File: config.mk
export PLATFORM = sky130hd
export DESIGN_NAME = hostname_syntax_checker_top_flat
export DESIGN_NICKNAME = d
export VERILOG_FILES = /design/src/hsc_pkg.sv /design/src/hsc_req_if.sv /design/src/hsc_rsp_if.sv /design/src/hostname_syntax_checker_top.sv /design/src/flat_wrapper.sv
export SDC_FILE = /design/constraint.sdc
export NUM_CORES = 1
export LEC_CHECK = 0
export BUFFER_PORTS_ARGS = -buffer_cell sky130_fd_sc_hd__clkbuf_2
export CORE_MARGIN = 1.5
export CORE_UTILIZATION = 49
export CTS_BUF_LIST = sky130_fd_sc_hd__clkbuf_16
export DETAILED_ROUTE_END_ITERATION = 6
export PLACE_DENSITY = 0.77
export SLEW_MARGIN = 20
export SYNTH_ARGS = -nofsm -noshare
export SYNTH_HDL_FRONTEND = slang
export SYNTH_SLANG_ARGS = --single-unit
File: constraint.sdc
create_clock -name clock -period 3.4 [get_ports clock]
set_input_delay 0.68 -clock clock [delete_from_list [all_inputs] [get_ports clock]]
set_output_delay 0.68 -clock clock [all_outputs]
set_load 0.005 [all_outputs]
File: src/hsc_pkg.sv
package hsc_pkg;

   localparam int unsigned CHAR_W = 8;
   localparam int unsigned CNT_W = 9;
   localparam int unsigned CSR_DATA_W = 8;

   localparam logic [CNT_W-1:0] CNT_MAX = 9'd511;

   localparam logic [CHAR_W-1:0] CHAR_NUL = 8'h00;
   localparam logic [CHAR_W-1:0] CHAR_UNDERSCORE = 8'h5F;
   localparam logic [CHAR_W-1:0] CHAR_HYPHEN = 8'h2D;
   localparam logic [CHAR_W-1:0] CHAR_DOT = 8'h2E;
   localparam logic [CHAR_W-1:0] CHAR_DIGIT_LO = 8'h30;
   localparam logic [CHAR_W-1:0] CHAR_DIGIT_HI = 8'h39;
   localparam logic [CHAR_W-1:0] CHAR_UPPER_LO = 8'h41;
   localparam logic [CHAR_W-1:0] CHAR_UPPER_HI = 8'h5A;
   localparam logic [CHAR_W-1:0] CHAR_LOWER_LO = 8'h61;
   localparam logic [CHAR_W-1:0] CHAR_LOWER_HI = 8'h7A;

   localparam logic [CSR_DATA_W-1:0] MAX_LABEL_LEN_RESET = 8'd63;
   localparam logic [CSR_DATA_W-1:0] MAX_TOTAL_LEN_RESET = 8'd253;

   typedef enum logic [0:0] {
      CSR_MAX_LABEL_LEN = 1'b0,
      CSR_MAX_TOTAL_LEN = 1'b1
   } csr_index_type;

   typedef logic [CHAR_W-1:0] char_type;
   typedef logic [CNT_W-1:0] count_type;
   typedef logic [CSR_DATA_W-1:0] csr_data_type;

endpackage

File: src/hsc_req_if.sv
interface hsc_req_if;
   import hsc_pkg::*;

   logic valid;
   logic ready;
   char_type char_byte;
   logic end_of_name;

   modport source (output valid, output char_byte, output end_of_name, input ready);
   modport sink (input valid, input char_byte, input end_of_name, output ready);

endinterface

File: src/hsc_rsp_if.sv
interface hsc_rsp_if;

   logic valid;
   logic ready;
   logic name_ok;

   modport source (output valid, output name_ok, input ready);
   modport sink (input valid, input name_ok, output ready);

endinterface

File: src/hostname_syntax_checker_top.sv
// Channel    Direction  Carries
// req_bus    in         char_byte, end_of_name
// rsp_bus    out        name_ok (one per name, after the final byte)
// csr_*      in         max_label_len (index 0), max_total_len (index 1)
//
// One request per cycle unless a final byte stalls; bytes are checked once registered.
// The verdict enters the response register as the final byte leaves the input register.
// A stalled response holds only a final byte in the input register; other bytes go on.
// Reset is synchronous and clears the name state and restores the limit registers.
module hostname_syntax_checker_top (
   input logic clock,
   input logic reset,
   hsc_req_if.sink req_bus,
   hsc_rsp_if.source rsp_bus,
   input logic csr_wr_en,
   input hsc_pkg::csr_index_type csr_index,
   input hsc_pkg::csr_data_type csr_wdata
);
   import hsc_pkg::*;

   csr_data_type max_label_ff, max_label_in;
   csr_data_type max_total_ff, max_total_in;

   logic s1_valid_ff, s1_valid_in;
   char_type s1_char_ff, s1_char_in;
   logic s1_last_ff, s1_last_in;

   count_type byte_cnt_ff, byte_cnt_in;
   count_type label_cnt_ff, label_cnt_in;
   logic hyphen_ff, hyphen_in;
   logic all_digits_ff, all_digits_in;
   logic err_seen_ff, err_seen_in;

   logic rsp_valid_ff, rsp_valid_in;
   logic rsp_ok_ff, rsp_ok_in;

   logic out_free;
   logic s1_fire;

   logic is_digit, is_alnum_us, is_hyphen, is_dot, is_first;
   logic byte_err;
   count_type label_new, byte_new;
   logic hyphen_new, all_digits_new, err_new;

   function automatic count_type sat_inc(input count_type v);
      sat_inc = (v == CNT_MAX) ? v : v + 1'b1;
   endfunction

   assign out_free = !rsp_valid_ff || rsp_bus.ready;
   assign s1_fire = s1_valid_ff && (!s1_last_ff || out_free);
   assign req_bus.ready = !s1_valid_ff || s1_fire;

   assign rsp_bus.valid = rsp_valid_ff;
   assign rsp_bus.name_ok = rsp_ok_ff;

   always_comb begin
      is_digit = (s1_char_ff >= CHAR_DIGIT_LO) && (s1_char_ff <= CHAR_DIGIT_HI);
      is_alnum_us = is_digit
         || ((s1_char_ff >= CHAR_UPPER_LO) && (s1_char_ff <= CHAR_UPPER_HI))
         || ((s1_char_ff >= CHAR_LOWER_LO) && (s1_char_ff <= CHAR_LOWER_HI))
         || (s1_char_ff == CHAR_UNDERSCORE);
      is_hyphen = (s1_char_ff == CHAR_HYPHEN);
      is_dot = (s1_char_ff == CHAR_DOT);
      is_first = (byte_cnt_ff == '0);

      byte_err = s1_char_ff[CHAR_W-1] || (s1_char_ff == CHAR_NUL);
      label_new = label_cnt_ff;
      hyphen_new = hyphen_ff;
      all_digits_new = all_digits_ff;

      if (is_alnum_us) begin
         label_new = sat_inc(label_cnt_ff);
         hyphen_new = 1'b0;
         all_digits_new = all_digits_ff && is_digit;
      end else if (is_first) begin
         byte_err = 1'b1;
      end else if (is_hyphen) begin
         byte_err = byte_err || (label_cnt_ff == '0);
         label_new = sat_inc(label_cnt_ff);
         hyphen_new = 1'b1;
         all_digits_new = 1'b0;
      end else if (is_dot) begin
         byte_err = byte_err || (label_cnt_ff == '0) || hyphen_ff;
         label_new = '0;
         hyphen_new = 1'b0;
      end else begin
         byte_err = 1'b1;
      end

      byte_new = sat_inc(byte_cnt_ff);
      byte_err = byte_err
         || (label_new > {1'b0, max_label_ff})
         || (byte_new > {1'b0, max_total_ff});
      err_new = err_seen_ff || byte_err;

      if (err_seen_ff) begin
         label_new = label_cnt_ff;
         byte_new = byte_cnt_ff;
         hyphen_new = hyphen_ff;
         all_digits_new = all_digits_ff;
      end
   end

   always_comb begin
      max_label_in = max_label_ff;
      max_total_in = max_total_ff;
      if (csr_wr_en) begin
         case (csr_index)
            CSR_MAX_LABEL_LEN: max_label_in = csr_wdata;
            CSR_MAX_TOTAL_LEN: max_total_in = csr_wdata;
            default: ;
         endcase
      end

      s1_valid_in = s1_valid_ff;
      s1_char_in = s1_char_ff;
      s1_last_in = s1_last_ff;
      if (req_bus.ready) begin
         s1_valid_in = req_bus.valid;
         s1_char_in = req_bus.char_byte;
         s1_last_in = req_bus.end_of_name;
      end

      byte_cnt_in = byte_cnt_ff;
      label_cnt_in = label_cnt_ff;
      hyphen_in = hyphen_ff;
      all_digits_in = all_digits_ff;
      err_seen_in = err_seen_ff;
      rsp_valid_in = rsp_valid_ff && !rsp_bus.ready;
      rsp_ok_in = rsp_ok_ff;

      if (s1_fire) begin
         if (s1_last_ff) begin
            byte_cnt_in = '0;
            label_cnt_in = '0;
            hyphen_in = 1'b0;
            all_digits_in = 1'b1;
            err_seen_in = 1'b0;
            rsp_valid_in = 1'b1;
            rsp_ok_in = !err_new && (label_new != '0) && !hyphen_new && !all_digits_new;
         end else begin
            byte_cnt_in = byte_new;
            label_cnt_in = label_new;
            hyphen_in = hyphen_new;
            all_digits_in = all_digits_new;
            err_seen_in = err_new;
         end
      end
   end

   always_ff @(posedge clock) begin
      s1_char_ff <= s1_char_in;
      s1_last_ff <= s1_last_in;
      rsp_ok_ff <= rsp_ok_in;
      if (reset) begin
         max_label_ff <= MAX_LABEL_LEN_RESET;
         max_total_ff <= MAX_TOTAL_LEN_RESET;
         s1_valid_ff <= 1'b0;
         byte_cnt_ff <= '0;
         label_cnt_ff <= '0;
         hyphen_ff <= 1'b0;
         all_digits_ff <= 1'b1;
         err_seen_ff <= 1'b0;
         rsp_valid_ff <= 1'b0;
      end else begin
         max_label_ff <= max_label_in;
         max_total_ff <= max_total_in;
         s1_valid_ff <= s1_valid_in;
         byte_cnt_ff <= byte_cnt_in;
         label_cnt_ff <= label_cnt_in;
         hyphen_ff <= hyphen_in;
         all_digits_ff <= all_digits_in;
         err_seen_ff <= err_seen_in;
         rsp_valid_ff <= rsp_valid_in;
      end
   end

`ifndef SYNTHESIS
   // A byte that is not the final one never waits for the response side.
   a_inner_byte_moves: assert property (@(posedge clock) disable iff (reset)
      (s1_valid_ff && !s1_last_ff) |-> s1_fire)
      else $error("Non-final byte held in the input register.");

   // After a final byte the name state is back at its starting values.
   a_name_cleared: assert property (@(posedge clock) disable iff (reset)
      (s1_fire && s1_last_ff) |=> (byte_cnt_ff == '0) && (label_cnt_ff == '0)
         && !err_seen_ff && all_digits_ff && !hyphen_ff)
      else $error("Name state not cleared after the final byte.");

   // A new response only follows a final byte leaving the input register.
   a_rsp_source: assert property (@(posedge clock) disable iff (reset)
      $rose(rsp_valid_ff) |-> $past(s1_fire && s1_last_ff))
      else $error("Response raised without a final byte.");
`endif

endmodule
File: src/flat_wrapper.sv
// flat-port wrapper written by rule: the top's interface ports become plain ports
module hostname_syntax_checker_top_flat import hsc_pkg::*;
  (clock, reset, csr_wr_en, csr_index, csr_wdata, req_bus_valid, req_bus_char_byte, req_bus_end_of_name, req_bus_ready, rsp_bus_valid, rsp_bus_name_ok, rsp_bus_ready);
  hsc_req_if req_bus_i ();
  hsc_rsp_if rsp_bus_i ();
  input logic clock;
  input logic reset;
  input logic csr_wr_en;
  input hsc_pkg::csr_index_type csr_index;
  input hsc_pkg::csr_data_type csr_wdata;
  input wire logic [$bits(req_bus_i.valid)-1:0] req_bus_valid;
  input wire logic [$bits(req_bus_i.char_byte)-1:0] req_bus_char_byte;
  input wire logic [$bits(req_bus_i.end_of_name)-1:0] req_bus_end_of_name;
  output wire logic [$bits(req_bus_i.ready)-1:0] req_bus_ready;
  output wire logic [$bits(rsp_bus_i.valid)-1:0] rsp_bus_valid;
  output wire logic [$bits(rsp_bus_i.name_ok)-1:0] rsp_bus_name_ok;
  input wire logic [$bits(rsp_bus_i.ready)-1:0] rsp_bus_ready;
  assign req_bus_i.valid = req_bus_valid;
  assign req_bus_i.char_byte = req_bus_char_byte;
  assign req_bus_i.end_of_name = req_bus_end_of_name;
  assign req_bus_ready = req_bus_i.ready;
  assign rsp_bus_valid = rsp_bus_i.valid;
  assign rsp_bus_name_ok = rsp_bus_i.name_ok;
  assign rsp_bus_i.ready = rsp_bus_ready;
  hostname_syntax_checker_top u_core (.clock(clock), .reset(reset), .req_bus(req_bus_i), .rsp_bus(rsp_bus_i), .csr_wr_en(csr_wr_en), .csr_index(csr_index), .csr_wdata(csr_wdata));
endmodule
==> flow_summary.toml <==
[outcome]
outcome = "finished, violations left"
violations_in_the_final_reports = "negative setup slack"

[global_route]
final_global_route_overflow_total = 0
grt_first_pass_wirelength_um = 13120
largest_net_degree_at_the_start_of_global_routing = 37
track_usage = 0.2531
antenna_found_initial = 0
number_of_global_route_vias_before_repair = 2842

[floorplan]
die_area_um2 = 6835
ios = 26
core_um2 = 6026
floorplan.die.width_um = 82.68
initial_standard_cell_utilization_of_the_core = 0.5162
placement_rows = 28
floorplan.die.height_um = 82.68

[layout]
area.growth.synth_to_final_pct = 18.14
num-fill-cells = 534
final_layout_size_suffix_gt1_frac = 0.1772
design_area_um2 = 3675
num_antenna_cells = 0
finalNetCount = 471

[clock_network]
numCtsBuffers = 5
clk_root_buffer_cell = "sky130_fd_sc_hd__clkbuf_16"
clock_tree.htree_level_count = 2
cts_tree = "done"
worst_case_clock_buffer_depth = 2
hold_bufs_inserted_after_cts = 0
clock_insertion_delay_worst_skew_ns = 0.29
numClockSinks = 49
clk_transition_reported_paths_ns = 0.07

[placed_design]
placement.setup.worst_slack_ns = -0.08571
gp_congestion = 0.9536
number_of_buffers_inserted_by_port_buffering = 25
dpl.hpwl_um = 5781
dpl_cell_area_um2 = 3451

[sta]
setup_ws_ns = -0.1923
max_slew_margin = 0.4746
period_needed_ns = 3.592
finClkSkew_ns = 0.007707
clock.fmax_ghz = 0.2784
hold_viol_final = 0
timing.final.setup_violations = 2
post-route-period-util = 1.057
grt_setup_unrepaired = "yes"
timing.final.max_slew_violations = 0
worstMarginPinSlew_ns = 0.7865

[routing]
drtAntennaViolNets = 0
route.detailed.wl_per_inst_um = 16.01
drc = 0
dr_vias = 3003
dr.first_iter.drc_count = 184
wl_um = 8069
drt_pre_antenna_iters = 4
post_drt_via_cell_ratio = 5.958

[logic_synthesis]
synth-seq-cells = 49
yosys-top-cells-area = "sky130_fd_sc_hd__dfxtp_1, sky130_fd_sc_hd__edfxtp_1, sky130_fd_sc_hd__ha_1"
syn_inst = 387
synth_seq_area_share = 0.3475
prevailing_post_synth_register_cell = "sky130_fd_sc_hd__dfxtp_1"
fraction_of_post_synthesis_cell_area_in_the_top_cell_type_by_area = 0.2510
synth_enable_flop_cells = 10
synthDistinctLibCells = 60
synth-warning-count = 0
total_nets_after_synthesis = 430
synth-async-reset-ratio = 0
synth_most_common_cell = "sky130_fd_sc_hd__nor2_1"
syn_area_per_cell_um2 = 8.037
netlist_top_cells_count = "sky130_fd_sc_hd__nor2_1, sky130_fd_sc_hd__dfxtp_1, sky130_fd_sc_hd__nand2_1"
syn-cell-area_um2 = 3110
yosys.area.top_type = "sky130_fd_sc_hd__dfxtp_1"

[power_and_ir_drop]
power_density_nw_per_um2 = 374.2
p_clk_frac = 0.410
power.combinational.fraction = 0.134
power.share.sequential = 0.456
switchingPower_w = 0.0003355
vdd_ir_drop_max_uv = 262.9
p_leak_nw = 1.643
switching_share = 0.2440
power.internal_w = 0.001039

[setup_path]
worst-endpoint-arrival_ns = 3.75
path_max_fanout = 5
worstReg2RegStart = "u_core.s1_char_ff[1]"
crit_path_end_kind = "flop"
origin_of_the_worst_setup_path = "u_core.s1_char_ff[1]"
ff2ff_path_depth = 15
worst_reg2reg_path_endpoint = "u_core.rsp_bus.name_ok"
crit_path_end = "u_core.rsp_bus.name_ok"
cp.required_ns = 3.56
regToRegSetupSlack_ns = -0.19
worst_setup_path_start_kind = "flop"
critPathKind = "reg2reg"

[worst_hold_path]
min_path_cells = 2
worst_hold_path_type = "reg2reg"

[run]
maxCapViolCount = 0
[worst min-delay path by stage]
stage,from,end,slack [ns]
4_1_cts,u_core.max_label_ff[7],u_core.max_label_ff[7],0.46
5_1_grt,u_core.max_total_ff[2],u_core.max_total_ff[2],0.49
6_report,u_core.max_label_ff[7],u_core.max_label_ff[7],0.46
2_1_floorplan,u_core.max_total_ff[2],u_core.max_total_ff[2],0.44
3_5_place_dp,u_core.max_total_ff[2],u_core.max_total_ff[2],0.45
3_3_place_gp,u_core.max_total_ff[3],u_core.max_total_ff[3],0.45
[registers in the layout (all words and copies together), names as in the netlist, 8 cells and up]
| register | cells |
|---|---|
| u_core.max_label_ff | 8 |
| u_core.s1_char_ff | 8 |
| u_core.byte_cnt_ff | 9 |
| u_core.label_cnt_ff | 9 |
| u_core.max_total_ff | 8 |
[cells in the final DEF, fill, tap and decap left out, types with 3 or more instances in the layout]
cell type	synthesis	routed
sky130_fd_sc_hd__o22ai_1	3	3
sky130_fd_sc_hd__nor2_1	43	42
sky130_fd_sc_hd__buf_4	0	27
sky130_fd_sc_hd__ha_1	20	20
sky130_fd_sc_hd__nor4_1	5	5
sky130_fd_sc_hd__and3_1	11	11
sky130_fd_sc_hd__clkbuf_2	0	25
sky130_fd_sc_hd__nand3_1	10	10
sky130_fd_sc_hd__o21ai_0	17	14
sky130_fd_sc_hd__o311a_1	3	3
sky130_fd_sc_hd__o21ai_1	2	4
sky130_fd_sc_hd__o21a_1	4	4
sky130_fd_sc_hd__nand4_1	6	6
sky130_fd_sc_hd__xnor2_1	5	5
sky130_fd_sc_hd__nand2_1	37	37
sky130_fd_sc_hd__nor3_1	7	7
sky130_fd_sc_hd__nand2b_1	8	8
sky130_fd_sc_hd__and2_1	4	3
sky130_fd_sc_hd__nor2b_1	6	6
sky130_fd_sc_hd__o31ai_1	3	3
sky130_fd_sc_hd__a21oi_1	30	30
sky130_fd_sc_hd__inv_1	26	26
sky130_fd_sc_hd__edfxtp_1	10	10
sky130_fd_sc_hd__a22oi_1	12	12
sky130_fd_sc_hd__a211o_1	13	13
sky130_fd_sc_hd__dfxtp_1	39	39
sky130_fd_sc_hd__a31oi_1	5	4
sky130_fd_sc_hd__clkbuf_16	0	5
[metrics by stage]
step                      utilization  hold slack [ns]  std cells   TNS, ns   power, W
after CTS                      0.6055           0.4620        504  -0.09433   0.001378
after global routing           0.6098           0.4893        504   -0.5492   0.001430
final                          0.6098           0.4591        504   -0.2654   0.001375
after floorplan                     -           0.4354        387  -0.05528  0.0007498
after detailed placement       0.5727           0.4515        495  -0.08571  0.0008102
after global placement         0.5727           0.4456        495         0  0.0008054
[kinds of logic (layout without fill, tap and decap cells)]
kind of cell	count (synthesis)	count (layout)	synth area share
AOI/OAI and AO/OA	112	112	0.2454
xor gates and xnor gates	6	6	0.01689
adders and majority gates	20	20	0.08045
buffers and inverters	46	88	0.05993
DFF	49	49	0.3475
muxes	2	2	0.006838
and+or+nand+nor	152	152	0.2430
[power groups by stage]
stage                     sequential [W]  combinational, W  clock (W)
after CTS                       0.000626          0.000178   0.000573
after detailed placement        0.000639          0.000171          0
after global placement          0.000639          0.000167          0
final                           0.000627          0.000184   0.000564
after floorplan                 0.000638          0.000112          0
after global routing            0.000629          0.000204   0.000598
[repair_timing]
item                                    CTS  global route
hold endpoints to repair                  0             0
gates resized for setup                   4             6
endpoints found under the setup margin    2             2
buffers inserted                          1             0
pin swaps                                 1             1
[critical path: stages (launching register included)]
cell,delay [ns]
sky130_fd_sc_hd__edfxtp_1,0.39
sky130_fd_sc_hd__or2_1,0.25
sky130_fd_sc_hd__or4_4,0.45
sky130_fd_sc_hd__a32oi_4,0.34
sky130_fd_sc_hd__and2_4,0.22
sky130_fd_sc_hd__o21ai_2,0.06
sky130_fd_sc_hd__a32o_1,0.24
sky130_fd_sc_hd__ha_1,0.29
sky130_fd_sc_hd__nor2b_1,0.14
sky130_fd_sc_hd__o21a_1,0.17
sky130_fd_sc_hd__o21a_1,0.16
sky130_fd_sc_hd__o21ai_1,0.13
sky130_fd_sc_hd__nand2b_1,0.09
sky130_fd_sc_hd__a21oi_1,0.16
sky130_fd_sc_hd__o311a_1,0.20
sky130_fd_sc_hd__o211a_1,0.18
[metal layers]
metal | part of all wire | global-route usage
met1 | 0.43 | 0.3271
met2 | 0.47 | 0.4130
met5 | 0 | 0
met3 | 0.071 | 0.04945
met4 | 0.030 | 0.1017
[area by class of cell]
type                    instances  area (µm²)  area share
multi-input cells             292        1887      0.5134
clock buffers                   5       125.1     0.03405
flip-flops and latches         49        1081      0.2942
well taps                      75       93.84     0.02554
repair buffers                 54       350.3     0.09534
inverters                      26       97.59     0.02656
clock inverters                 3       40.04     0.01090
No activity file was read; power rests on OpenSTA's default activity.
